File: src/hdl/cce_pkg.sv
// Package for the control character escape stream block.
// Holds widths, the load record between expander and emitter, and the expansion function.
// No dependencies.
package cce_pkg;

    localparam int LEN_W  = 16;
    localparam int SEQ_N  = 5;
    localparam int SEQ_W  = SEQ_N * 8;
    localparam int CNT_W  = 3;

    localparam logic [LEN_W-1:0] BUF_SIZE_RST = LEN_W'(256);

    typedef struct packed {
        logic [SEQ_W-1:0] seq;
        logic [CNT_W-1:0] len;
    } t_expansion;

    typedef struct packed {
        logic             load;
        logic [SEQ_W-1:0] seq;
        logic [CNT_W-1:0] len;
        logic             report;
        logic             last;
        logic [LEN_W-1:0] base;
    } t_load;

    typedef struct packed {
        logic [23:0] chars;
        logic        three;
    } t_ctrl_name;

    function automatic t_ctrl_name ctrl_name(input logic [4:0] code);
        t_ctrl_name r;
        r.three = 1'b1;
        unique case (code)
            5'd0:  r.chars = "NUL";
            5'd1:  r.chars = "SOH";
            5'd2:  r.chars = "STX";
            5'd3:  r.chars = "ETX";
            5'd4:  r.chars = "EOT";
            5'd5:  r.chars = "ENQ";
            5'd6:  r.chars = "ACK";
            5'd7:  r.chars = "BEL";
            5'd8:  r.chars = "BS ";
            5'd9:  r.chars = "HT ";
            5'd10: r.chars = "LF ";
            5'd11: r.chars = "VT ";
            5'd12: r.chars = "FF ";
            5'd13: r.chars = "CR ";
            5'd14: r.chars = "SO ";
            5'd15: r.chars = "SI ";
            5'd16: r.chars = "DLE";
            5'd17: r.chars = "DC1";
            5'd18: r.chars = "DC2";
            5'd19: r.chars = "DC3";
            5'd20: r.chars = "DC4";
            5'd21: r.chars = "NAK";
            5'd22: r.chars = "SYN";
            5'd23: r.chars = "ETB";
            5'd24: r.chars = "CAN";
            5'd25: r.chars = "EM ";
            5'd26: r.chars = "SUB";
            5'd27: r.chars = "ESC";
            5'd28: r.chars = "FS ";
            5'd29: r.chars = "GS ";
            5'd30: r.chars = "RS ";
            5'd31: r.chars = "US ";
            default: r.chars = "NUL";
        endcase
        if (r.chars[7:0] == 8'h20) begin
            r.three = 1'b0;
        end
        return r;
    endfunction

    function automatic logic [7:0] hex_char(input logic [3:0] d);
        logic [7:0] r;
        if (d < 4'd10) begin
            r = 8'h30 + {4'd0, d};
        end else begin
            r = 8'h57 + {4'd0, d};
        end
        return r;
    endfunction

    // byte 0 of seq sits in bits [7:0] and is emitted first
    function automatic t_expansion expand(input logic [7:0] b);
        t_expansion r;
        t_ctrl_name nm;
        nm    = ctrl_name(b[4:0]);
        r.seq = '0;
        r.len = CNT_W'(1);
        if (b == 8'h09 || b == 8'h0A || b == 8'h0D || (b >= 8'h20 && b <= 8'h7E)) begin
            r.seq[7:0] = b;
        end else if (b < 8'h20) begin
            r.seq[7:0]   = "<";
            r.seq[15:8]  = nm.chars[23:16];
            r.seq[23:16] = nm.chars[15:8];
            if (nm.three) begin
                r.seq[31:24] = nm.chars[7:0];
                r.seq[39:32] = ">";
                r.len        = CNT_W'(5);
            end else begin
                r.seq[31:24] = ">";
                r.len        = CNT_W'(4);
            end
        end else if (b == 8'h7F) begin
            r.seq = {">", "L", "E", "D", "<"};
            r.len = CNT_W'(5);
        end else begin
            r.seq[7:0]   = "<";
            r.seq[15:8]  = hex_char(b[7:4]);
            r.seq[23:16] = hex_char(b[3:0]);
            r.seq[31:24] = ">";
            r.len        = CNT_W'(4);
        end
        return r;
    endfunction

endpackage

File: src/hdl/cce_if.sv
// Channel interfaces for the control character escape stream block.
// Depends on cce_pkg for the length width.
interface cce_in_if;
    logic       valid;
    logic       ready;
    logic [7:0] in_byte;
    logic       message_last;

    modport source (output valid, output in_byte, output message_last, input ready);
    modport sink   (input valid, input in_byte, input message_last, output ready);
endinterface

interface cce_out_if;
    logic                      valid;
    logic                      ready;
    logic [7:0]                out_char;
    logic                      char_valid;
    logic                      run_last;
    logic                      message_done;
    logic [cce_pkg::LEN_W-1:0] out_length;

    modport source (output valid, output out_char, output char_valid, output run_last,
                    output message_done, output out_length, input ready);
    modport sink   (input valid, input out_char, input char_valid, input run_last,
                    input message_done, input out_length, output ready);
endinterface

File: src/hdl/control_char_escape_stream_core.sv
// Top level of the control character escape stream block.
// Depends on cce_pkg, cce_in_if, cce_out_if, cce_expand and cce_emit.
//
// Usage:
//   i_in carries raw message bytes with message_last on the final byte.
//   o_out carries one transaction per output character: printable bytes pass
//   through, other bytes become <MNEMONIC>, <DEL> or <hh>. A message whose
//   last byte was dropped or did not fit ends with a length-only transaction
//   (char_valid 0) that reports the total.
//   i_cfg_we / i_cfg_wdata set the buffer size (reset 256); write it only
//   while the block is idle. Capacity is buffer size minus one, zero for size 0.
//   The first character of a byte goes from the emitter's sequence register
//   to the result register that drives o_out. The emitter gives one output
//   transaction per cycle while the receiver is ready; a byte holds it until
//   all characters of its expansion (1 to 5) are sent, so single-character
//   bytes stream at one per cycle; a dropped non-final byte loads nothing.
//   Reset clears the message count, the truncation flag and both valid
//   stages. When the receiver stalls, the result register holds its
//   transaction and the emitter and input side stall behind it.
module control_char_escape_stream_core (
    input  logic                      i_clk,
    input  logic                      i_rst_n,
    cce_in_if.sink                    i_in,
    cce_out_if.source                 o_out,
    input  logic                      i_cfg_we,
    input  logic [cce_pkg::LEN_W-1:0] i_cfg_wdata
);

    cce_pkg::t_load load;
    logic           seq_ready;

    cce_expand u_expand (
        .i_clk       (i_clk),
        .i_rst_n     (i_rst_n),
        .i_in        (i_in),
        .i_cfg_we    (i_cfg_we),
        .i_cfg_wdata (i_cfg_wdata),
        .i_seq_ready (seq_ready),
        .o_load      (load)
    );

    cce_emit u_emit (
        .i_clk       (i_clk),
        .i_rst_n     (i_rst_n),
        .i_load      (load),
        .o_seq_ready (seq_ready),
        .o_out       (o_out)
    );

endmodule

File: src/hdl/cce_expand.sv
// Input side: buffer size register, message count, truncation flag and fit check.
// Expands accepted bytes; fitting ones and a dropped last byte send a load record.
// Depends on cce_pkg and cce_in_if.
module cce_expand (
    input  logic                      i_clk,
    input  logic                      i_rst_n,
    cce_in_if.sink                    i_in,
    input  logic                      i_cfg_we,
    input  logic [cce_pkg::LEN_W-1:0] i_cfg_wdata,
    input  logic                      i_seq_ready,
    output cce_pkg::t_load            o_load
);

    logic [cce_pkg::LEN_W-1:0] r_buffer_size, n_buffer_size;
    logic [cce_pkg::LEN_W-1:0] r_count, n_count;
    logic                      r_trunc, n_trunc;

    cce_pkg::t_expansion       exp_w;
    logic [cce_pkg::LEN_W-1:0] cap;
    logic [cce_pkg::LEN_W:0]   sum;
    logic                      accept;
    logic                      fit;

    assign i_in.ready = i_seq_ready;
    assign accept     = i_in.valid && i_in.ready;
    assign exp_w      = cce_pkg::expand(i_in.in_byte);
    assign cap        = (r_buffer_size == '0) ? '0 : r_buffer_size - 1'b1;
    assign sum        = {1'b0, r_count} + (cce_pkg::LEN_W + 1)'(exp_w.len);
    assign fit        = !r_trunc && (sum <= {1'b0, cap});

    always_comb begin
        n_buffer_size = i_cfg_we ? i_cfg_wdata : r_buffer_size;
        n_count       = r_count;
        n_trunc       = r_trunc;
        o_load.load   = 1'b0;
        o_load.seq    = exp_w.seq;
        o_load.len    = exp_w.len;
        o_load.report = 1'b0;
        o_load.last   = i_in.message_last;
        o_load.base   = r_count;
        if (accept) begin
            if (fit) begin
                o_load.load = 1'b1;
                n_count     = sum[cce_pkg::LEN_W-1:0];
            end else begin
                n_trunc = 1'b1;
                if (i_in.message_last) begin
                    o_load.load   = 1'b1;
                    o_load.report = 1'b1;
                    o_load.seq    = '0;
                    o_load.len    = cce_pkg::CNT_W'(1);
                end
            end
            if (i_in.message_last) begin
                n_count = '0;
                n_trunc = 1'b0;
            end
        end
    end

    always_ff @(posedge i_clk) begin
        if (!i_rst_n) begin
            r_buffer_size <= cce_pkg::BUF_SIZE_RST;
            r_count       <= '0;
            r_trunc       <= 1'b0;
        end else begin
            r_buffer_size <= n_buffer_size;
            r_count       <= n_count;
            r_trunc       <= n_trunc;
        end
    end

endmodule

File: src/hdl/cce_emit.sv
// Output side: holds one expansion, sends one character per cycle while
// o_out is ready, via a result register. Needs cce_pkg and cce_out_if.
module cce_emit (
    input  logic           i_clk,
    input  logic           i_rst_n,
    input  cce_pkg::t_load i_load,
    output logic           o_seq_ready,
    cce_out_if.source      o_out
);

    logic                        r_busy, n_busy;
    logic [cce_pkg::SEQ_W-1:0]   r_seq, n_seq;
    logic [cce_pkg::CNT_W-1:0]   r_left, n_left;
    logic                        r_report, n_report;
    logic                        r_last, n_last;
    logic [cce_pkg::LEN_W-1:0]   r_pos, n_pos;

    logic                        r_ovalid, n_ovalid;
    logic [7:0]                  r_char, n_char;
    logic                        r_cv, n_cv;
    logic                        r_rl, n_rl;
    logic                        r_md, n_md;
    logic [cce_pkg::LEN_W-1:0]   r_olen, n_olen;

    logic emit;
    logic final_one;

    assign emit        = r_busy && (!r_ovalid || o_out.ready);
    assign final_one   = (r_left == cce_pkg::CNT_W'(1));
    assign o_seq_ready = !r_busy || (emit && final_one);

    always_comb begin
        n_busy   = r_busy;
        n_seq    = r_seq;
        n_left   = r_left;
        n_report = r_report;
        n_last   = r_last;
        n_pos    = r_pos;
        n_ovalid = r_ovalid;
        n_char   = r_char;
        n_cv     = r_cv;
        n_rl     = r_rl;
        n_md     = r_md;
        n_olen   = r_olen;
        if (emit) begin
            n_ovalid = 1'b1;
            n_char   = r_seq[7:0];
            n_cv     = !r_report;
            n_rl     = final_one;
            n_md     = final_one && r_last;
            n_olen   = r_report ? r_pos : r_pos + 1'b1;
            n_pos    = r_report ? r_pos : r_pos + 1'b1;
            n_seq    = r_seq >> 8;
            n_left   = r_left - 1'b1;
            if (final_one) begin
                n_busy = 1'b0;
            end
        end else if (o_out.ready) begin
            n_ovalid = 1'b0;
        end
        if (i_load.load) begin
            n_busy   = 1'b1;
            n_seq    = i_load.seq;
            n_left   = i_load.len;
            n_report = i_load.report;
            n_last   = i_load.last;
            n_pos    = i_load.base;
        end
    end

    always_ff @(posedge i_clk) begin
        if (!i_rst_n) begin
            r_busy   <= 1'b0;
            r_ovalid <= 1'b0;
        end else begin
            r_busy   <= n_busy;
            r_ovalid <= n_ovalid;
        end
        r_seq    <= n_seq;
        r_left   <= n_left;
        r_report <= n_report;
        r_last   <= n_last;
        r_pos    <= n_pos;
        r_char   <= n_char;
        r_cv     <= n_cv;
        r_rl     <= n_rl;
        r_md     <= n_md;
        r_olen   <= n_olen;
    end

    assign o_out.valid        = r_ovalid;
    assign o_out.out_char     = r_char;
    assign o_out.char_valid   = r_cv;
    assign o_out.run_last     = r_rl;
    assign o_out.message_done = r_md;
    assign o_out.out_length   = r_olen;

endmodule

File: src/flat_wrapper.sv
// flat-port wrapper written by rule: the top's interface ports become plain ports
module control_char_escape_stream_core_flat 
  (i_clk, i_rst_n, i_cfg_we, i_cfg_wdata, i_in_valid, i_in_in_byte, i_in_message_last, i_in_ready, o_out_valid, o_out_out_char, o_out_char_valid, o_out_run_last, o_out_message_done, o_out_out_length, o_out_ready);
  cce_in_if i_in_i ();
  cce_out_if o_out_i ();
  input  logic i_clk;
  input  logic i_rst_n;
  input  logic i_cfg_we;
  input  logic [cce_pkg::LEN_W-1:0] i_cfg_wdata;
  input wire logic [$bits(i_in_i.valid)-1:0] i_in_valid;
  input wire logic [$bits(i_in_i.in_byte)-1:0] i_in_in_byte;
  input wire logic [$bits(i_in_i.message_last)-1:0] i_in_message_last;
  output wire logic [$bits(i_in_i.ready)-1:0] i_in_ready;
  output wire logic [$bits(o_out_i.valid)-1:0] o_out_valid;
  output wire logic [$bits(o_out_i.out_char)-1:0] o_out_out_char;
  output wire logic [$bits(o_out_i.char_valid)-1:0] o_out_char_valid;
  output wire logic [$bits(o_out_i.run_last)-1:0] o_out_run_last;
  output wire logic [$bits(o_out_i.message_done)-1:0] o_out_message_done;
  output wire logic [$bits(o_out_i.out_length)-1:0] o_out_out_length;
  input wire logic [$bits(o_out_i.ready)-1:0] o_out_ready;
  assign i_in_i.valid = i_in_valid;
  assign i_in_i.in_byte = i_in_in_byte;
  assign i_in_i.message_last = i_in_message_last;
  assign i_in_ready = i_in_i.ready;
  assign o_out_valid = o_out_i.valid;
  assign o_out_out_char = o_out_i.out_char;
  assign o_out_char_valid = o_out_i.char_valid;
  assign o_out_run_last = o_out_i.run_last;
  assign o_out_message_done = o_out_i.message_done;
  assign o_out_out_length = o_out_i.out_length;
  assign o_out_i.ready = o_out_ready;
  control_char_escape_stream_core u_core (.i_clk(i_clk), .i_rst_n(i_rst_n), .i_in(i_in_i), .o_out(o_out_i), .i_cfg_we(i_cfg_we), .i_cfg_wdata(i_cfg_wdata));
endmodule
File: config.mk
export PLATFORM = sky130hd
export DESIGN_NAME = control_char_escape_stream_core_flat
export DESIGN_NICKNAME = d
export VERILOG_FILES = /design/src/hdl/cce_pkg.sv /design/src/hdl/cce_if.sv /design/src/hdl/control_char_escape_stream_core.sv /design/src/hdl/cce_expand.sv /design/src/hdl/cce_emit.sv /design/src/flat_wrapper.sv
export SDC_FILE = /design/constraint.sdc
export NUM_CORES = 1
export LEC_CHECK = 0
export BUFFER_PORTS_ARGS = -buffer_cell sky130_fd_sc_hd__buf_2
export CORE_ASPECT_RATIO = 0.7
export CORE_UTILIZATION = 65
export CTS_BUF_LIST = sky130_fd_sc_hd__clkbuf_8
export DETAILED_ROUTE_END_ITERATION = 10
export PLACE_DENSITY = 0.84
export SLEW_MARGIN = 20
export SYNTH_ARGS = -nofsm -noshare
export SYNTH_HDL_FRONTEND = slang
export SYNTH_HIERARCHICAL = 1
export SYNTH_SLANG_ARGS = --single-unit
File: constraint.sdc
create_clock -name i_clk -period 21.1 [get_ports i_clk]
set_clock_uncertainty 0.15 [all_clocks]
set_input_delay 3.165 -clock i_clk [delete_from_list [all_inputs] [get_ports i_clk]]
set_output_delay 3.165 -clock i_clk [all_outputs]
set_load 0.005 [all_outputs]
==> results of run 1 <==
routing by layer:
| layer | routed length, um | GRT usage (%) | part of all wire (%) | vias up |
|---|---|---|---|---|
| li1 | - | - | - | 2802 |
| met5 | 0 | 0 | 0 | - |
| met1 | 8870 | 46.6 | 47 | 2848 |
| met3 | 1730 | 6.74 | 9.2 | 32 |
| met4 | 284 | 9.00 | 1.5 | 0 |
| met2 | 7980 | 44.8 | 42 | 352 |
worst reg2reg max path, cell delays in order (launching register included):
cell and delay [ns]:
dfxtp_1 0.35, or4_4 0.55, or3_4 0.38, nor4_4 0.20
nand3b_2 0.15, nor3_2 0.15, mux2i_1 0.27, ha_1 0.29
and3_4 0.19, a221o_1 0.34, a31oi_1 0.24, o21a_1 0.37
and2_1 0.26, o21a_2 0.82, or2_2 0.54, buf_4 0.55
cells in the mapped netlist (4+ instances only):
cell / n
o21a_1: 6
nand2_1: 60
buf_4: 22
xor2_1: 18
a311oi_1: 4
nand4_1: 15
and2_1: 17
a31oi_1: 7
clkbuf_1: 19
dfxtp_1: 35
nor3b_1: 5
o21ai_0: 24
nor4_2: 5
or3_1: 5
and3_1: 9
a22o_1: 10
inv_1: 17
nor3_1: 26
xnor2_1: 23
nor2b_1: 21
nor2_1: 33
o211ai_1: 10
edfxtp_1: 88
buf_2: 9
mux2i_1: 25
ha_1: 39
a21oi_1: 26
buf_6: 4
nand3b_1: 4
nand3_1: 14
a211oi_1: 9
mux2_2: 47
nand2b_1: 6
state kept, by name (all words and copies together) (netlist names), 3 cells and up:
| signal | flops |
|---|---|
| u_core/u_emit/r_seq | 40 |
| u_core/u_emit/r_left | 3 |
| u_core/u_emit/o_out.out_char | 8 |
| u_core/u_expand/r_count | 16 |
| u_core/u_emit/o_out.out_length | 16 |
| u_core/u_expand/r_buffer_size | 16 |
| u_core/u_emit/r_pos | 16 |
cells by family after synthesis:
kind of cell / count (synthesis)
AND/OR/NAND/NOR: 249
flip-flops: 123
AO/OA/AOI/OAI: 135
XOR/XNOR: 41
adder cells (fa/ha/maj): 39
buffers and inverters: 75
multiplexers: 76
other: 1
cell type report:
cell class | instances | area [um2] | area share (%)
Clock buffer | 17 | 234 | 2.76
Clock inverter | 15 | 146 | 1.73
Inverter | 20 | 75.1 | 0.885
Multi-Input combinational cell | 548 | 4160 | 49.1
Sequential cell | 123 | 3340 | 39.4
Tap cell | 157 | 196 | 2.32
Timing Repair Buffer | 62 | 320 | 3.78
worst max path at each step:
stage                          startpoint                      end  slack [ns]
after global placement    i_in_in_byte[2]  u_core/u_emit/r_pos[12]       10.54
after global routing      i_in_in_byte[1]  u_core/u_emit/r_pos[14]       10.06
after detailed placement  i_in_in_byte[1]  u_core/u_emit/r_pos[11]       10.33
after CTS                 i_in_in_byte[1]  u_core/u_emit/r_pos[10]       10.71
after floorplan           i_in_in_byte[2]  u_core/u_emit/r_left[0]       11.89
final                     i_in_in_byte[1]  u_core/u_emit/r_pos[10]       10.56
where the power goes:
| group | total (mW) | switching, mW | internal, mW |
|---|---|---|---|
| Sequential | 0.332 | 0.0226 | 0.309 |
| Combinational | 0.146 | 0.0850 | 0.0612 |
| Clock | 0.204 | 0.116 | 0.0881 |
==> impl_metrics.env, run 1 <==
export IMPL_fin_ws_ns=10.56
export IMPL_cts_resized=0
export IMPL_status="finished, final reports clean"
export IMPL_route_detailed_drc=0
export IMPL_die_h_um=94.1
export IMPL_dp_hpwl_um=12600
export IMPL_yosys_top_cells_area="edfxtp_1, dfxtp_1, mux2_2"
export IMPL_drt_vias_per_instance=6.41
export IMPL_hold_viol=0
export IMPL_diodes=0
export IMPL_synth_simple_area_share_pct=18.6
export IMPL_async_reset_ff_share_pct=0
export IMPL_final_net_count=841
export IMPL_syn_avg_cell_area_um2=10.7
export IMPL_layout_commonest_cell="edfxtp_1"
export IMPL_dr_total_vias=6034
export IMPL_p_leak_nw=3.35
export IMPL_drtIter0Drc=668
export IMPL_synth_top_cell_area_share_pct=33.5
export IMPL_drtAntennaViolNets=0
export IMPL_grt_pass1_wl_um=29500
export IMPL_crit_slowest_cell="o21a_2"
export IMPL_hold_path_endpoint="u_core/u_emit/o_out.out_char[5]"
export IMPL_grt_antenna_before_repair=0
export IMPL_arrival_ns=10.47
export IMPL_drt_pre_antenna_iters=5
export IMPL_timing_rr_end="u_core/u_emit/r_pos[10]"
export IMPL_placementRows=33
export IMPL_grt_ovfl_total=0
export IMPL_layout_drive_gt1_share_pct=23.2
export IMPL_hold_buffers=0
export IMPL_critPathMostFrequentCell="ha_1"
export IMPL_ir_worst_vdd_mv=0.0431
export IMPL_worst_slew_pin_slew_ns=1.02
export IMPL_place_ws_ns=10.33
export IMPL_portBuffers=58
export IMPL_worst_setup_path_start_kind="input port"
export IMPL_fin_util_pct=72.0
export IMPL_synth_top_family_by_area="simple AND/OR/NAND/NOR gates"
export IMPL_power_uw=682
export IMPL_rr_startpoint="u_core/u_expand/r_buffer_size[0]"
export IMPL_path_depth=21
export IMPL_worst_path_buf_inv=4
export IMPL_hp_class="flop to flop"
export IMPL_cts_tree="done"
export IMPL_cts_htree_levels=4
export IMPL_synth_ff_type="edfxtp_1"
export IMPL_power_density_nw_per_um2=80.5
export IMPL_cts_made_buffers=17
export IMPL_critical_path_top_delay_family="compound AO/OA/AOI/OAI gates"
export IMPL_synth_edf_count=88
export IMPL_fillers=832
export IMPL_gp_congestion=0.924
export IMPL_yosys_area_top_type="edfxtp_1"
export IMPL_max_cap_violations=0
export IMPL_timing_slew_headroom_pct=32.1
export IMPL_syn_area_um2=7880
export IMPL_ys_types=81
export IMPL_endpoint_kind="flop"
export IMPL_rsz0062_at_grt="no"
export IMPL_placedCellCount=910
export IMPL_clock_latency_ns=0.44
export IMPL_slowest_delay_ns=0.82
export IMPL_ys_seq_area_share_pct=42.4
export IMPL_num_io_pins=59
export IMPL_setup_tns_final_ns=0
export IMPL_cts_buffer_depth=2
export IMPL_core_um2=11800
export IMPL_synth_cells=739
export IMPL_wirelength_um=18900
export IMPL_fin_cells=942
export IMPL_drv_slew=0
export IMPL_initial_core_util_pct=67.0
export IMPL_clk_pin_slew_ns=0.09
export IMPL_grt_pass1_vias=5469
export IMPL_fin_crit_sh_pct=49.9
export IMPL_synth_compound_area_share_pct=12.3
export IMPL_hp_start="u_core/u_emit/r_seq[5]"
export IMPL_die_area_um2=12600
export IMPL_syn_to_final_growth_pct=7.56
export IMPL_fmax_ghz=0.0949
export IMPL_final_cell_mix="edfxtp_1, nand2_1, buf_2"
export IMPL_regToRegSetupSlack_ns=14.93
export IMPL_cts_setup_buffers=0
export IMPL_grt_start_max_net_pins=52
export IMPL_synthAdderAreaFrac_pct=6.19
export IMPL_fin_area_um2=8480
export IMPL_clockRootBuffer="clkbuf_8"
export IMPL_ys_seq_elements=123
export IMPL_placed_area_um2=8100
export IMPL_path_max_fanout=50
export IMPL_min_path_cells=0
export IMPL_grt_use_total_pct=31.1
export IMPL_cts_sinks=123
export IMPL_whs_ns=0.276
export IMPL_yosys_mux_area_fraction_pct=10.8
export IMPL_cp_required_ns=21.03
export IMPL_min_period_ns=10.54
export IMPL_worstSetupPathType="input port to flop"
export IMPL_die_x_um=134
export IMPL_crit_chain="buf_2, inv_1, ha_1, a21oi_1, or3_1, a21oi_4, inv_2, ha_1, a31oi_1, nor3_2, nand4_1, xnor2_1, ha_1, and3_4, a221o_1, a31oi_1, o21a_1, and2_1, o21a_2, or2_2, buf_4"
export IMPL_r2r_cells=15
export IMPL_setup_viol=0
export IMPL_wl_per_cell_um=20.0
export IMPL_synth_xor_area_share_pct=4.56
export IMPL_ys_warn_count=6
Note: power is estimated with default switching activity, not from simulation.
==> run 2, diff against run 1 <==
Settings changed: ABC_AREA set to 1, CORE_UTILIZATION 65 to 63, PLACE_DENSITY 0.84 to 0.82.
Clock period 21.1 ns to 10.35 ns, I/O delays scaled along.
==> run 2 against run 1 <==
Final area rose by 0.59%. Setup slack got worse by 7.2 ns. Via count rose by 12%. Count of clock-buffer cells in the layout did not move. Utilization fell by 0.58 points. Area after synthesis fell by 0.21%. Synthesized cell count rose by 32%. Combinational power rose to 2.6 times the previous value. Wire length fell by 0.17%. First-iteration DRC count rose by 8.1%. Sequential power rose by 120%. Critical path type unchanged. Highest routed layer unchanged.
==> impl_metrics.env, run 2 <==
export IMPL_status="finished, final reports clean"
export IMPL_slowest_delay_ns=0.55
export IMPL_gp_congestion=0.951
export IMPL_placed_area_um2=8140
export IMPL_final_net_count=1085
export IMPL_fin_ws_ns=3.38
export IMPL_drtIter0Drc=722
export IMPL_wl_per_cell_um=15.9
export IMPL_power_mw=1.53
export IMPL_dr_total_vias=6746
export IMPL_grt_antenna_before_repair=0
export IMPL_drt_vias_per_instance=5.69
export IMPL_endpoint_kind="flop"
export IMPL_layout_commonest_cell="nand2_1"
export IMPL_num_io_pins=59
export IMPL_setup_tns_final_ns=0
export IMPL_p_leak_nw=4.03
export IMPL_synth_top_cell_area_share_pct=33.6
export IMPL_grt_start_max_net_pins=66
export IMPL_syn_area_um2=7870
export IMPL_cts_htree_levels=4
export IMPL_synth_common_cells="nand2_1, edfxtp_1, inv_1"
export IMPL_drt_pre_antenna_iters=5
export IMPL_clk_pin_slew_ns=0.08
export IMPL_crit_slowest_cell="buf_4"
export IMPL_setup_viol=0
export IMPL_fin_crit_sh_pct=67.3
export IMPL_worst_setup_path_start_kind="input port"
export IMPL_cts_setup_buffers=0
export IMPL_grt_use_total_pct=30.8
export IMPL_cts_sinks=123
export IMPL_ir_worst_vdd_mv=0.121
export IMPL_placementRows=33
export IMPL_final_cell_mix="nand2_1, inv_1, edfxtp_1"
export IMPL_clockRootBuffer="clkbuf_8"
export IMPL_synth_cells=975
export IMPL_hp_class="flop to flop"
export IMPL_fmax_ghz=0.143
export IMPL_clock_latency_ns=0.45
export IMPL_die_x_um=136
export IMPL_max_cap_violations=0
export IMPL_async_reset_ff_share_pct=0
export IMPL_rsz0062_at_grt="no"
export IMPL_dp_hpwl_um=13400
export IMPL_ys_types=52
export IMPL_place_ws_ns=3.02
export IMPL_grt_pass1_wl_um=30200
export IMPL_portBuffers=58
export IMPL_largest_reg_flops=40
export IMPL_drtAntennaViolNets=0
export IMPL_core_um2=11900
export IMPL_layout_drive_gt1_share_pct=16.1
export IMPL_yosys_top_cells_area="edfxtp_1, nand2_1, dfxtp_1"
export IMPL_synth_edf_count=88
export IMPL_cts_tree="done"
export IMPL_grt_ovfl_total=0
export IMPL_critPathMostFrequentCell="nand2_1"
export IMPL_arrival_ns=6.91
export IMPL_die_h_um=95.5
export IMPL_ys_seq_elements=123
export IMPL_wirelength_um=18800
export IMPL_die_area_um2=12900
export IMPL_fin_util_pct=71.5
export IMPL_ys_warn_count=6
export IMPL_placedCellCount=1154
export IMPL_cts_resized=0
export IMPL_hold_viol=0
export IMPL_worstSetupPathType="input port to flop"
export IMPL_min_period_ns=6.97
export IMPL_whs_ns=0.277
export IMPL_route_detailed_drc=0
export IMPL_drv_slew=0
export IMPL_yosys_area_top_type="edfxtp_1"
export IMPL_syn_avg_cell_area_um2=8.07
export IMPL_ys_seq_area_share_pct=42.5
export IMPL_cp_required_ns=10.29
export IMPL_initial_core_util_pct=65.9
export IMPL_worst_slew_pin_slew_ns=0.765
export IMPL_post_synth_top_count_cell="nand2_1"
export IMPL_cts_made_buffers=17
export IMPL_path_max_fanout=39
export IMPL_largest_register="u_core/u_emit/r_seq"
export IMPL_timing_slew_headroom_pct=48.9
export IMPL_syn_to_final_growth_pct=8.41
export IMPL_cts_buffer_depth=2
export IMPL_synth_ff_type="edfxtp_1"
export IMPL_power_density_nw_per_um2=179
export IMPL_fin_area_um2=8530
export IMPL_grt_pass1_vias=5967
export IMPL_fin_cells=1186
export IMPL_hold_buffers=0
export IMPL_diodes=0
## run 2: changes by cell type after synthesis, sizes merged, moves of 25 or more
cell and delta:
nor2 +63, mux2i -25, inv +81, mux2 -49
nand2 +244, nand3 +42
## run 2: logic make-up (layout without fill, tap and decap cells)
group                      after synthesis  in the layout  synth area share [%]
and+or+nand+nor                        510            510                  30.3
buffers and inverters                  149            196                  8.54
AOI/OAI and AO/OA                      124            124                  8.83
DFF                                    123            123                  42.5
adders and majority gates               39             39                  6.20
xor gates and xnor gates                29             29                  3.61
other                                    1              8                0.0477
## run 2: report_power, final
part	switching [mW]	internal (mW)	leakage, nW
Clock	0.234	0.179	0.194
Sequential	0.0532	0.683	1.17
Combinational	0.258	0.119	2.66
## run 2: critical path, delay by kind of cell
family | cells | cell delay (ns)
adder cells (fa/ha/maj) | 5 | 1.20
AO/OA/AOI/OAI | 2 | 0.49
XOR/XNOR | 1 | 0.15
buffers and inverters | 9 | 1.47
AND/OR/NAND/NOR | 19 | 2.04
## run 2: area by class of cell
cell class,count,area (um2)
Sequential cell,123,3340
Inverter,102,385
Timing Repair Buffer,62,320
Clock inverter,15,150
Fill cell,946,3400
Tap cell,157,196
Multi-Input combinational cell,710,3900
Clock buffer,17,234
## run 2: path summary, 6_finish.rpt
path	startpoint	to	slack, ns	cells after the start
setup / recovery	i_in_in_byte[1]	u_core/u_emit/r_seq[32]	3.38	36
hold / removal	u_core/u_emit/r_seq[7]	u_core/u_emit/o_out.out_char[7]	0.28	0
setup reg to reg	u_core/u_expand/r_buffer_size[0]	u_core/u_emit/r_seq[32]	5.75	23
hold reg to reg	u_core/u_emit/r_seq[7]	u_core/u_emit/o_out.out_char[7]	0.28	0
## run 2: layer usage
layer	vias up	GRT usage (%)	share of wire [%]
met3	26	8.08	10
met1	3061	45.8	47
li1	3301	-	-
met5	-	0	0
met2	358	42.9	41
met4	0	10.1	1.4
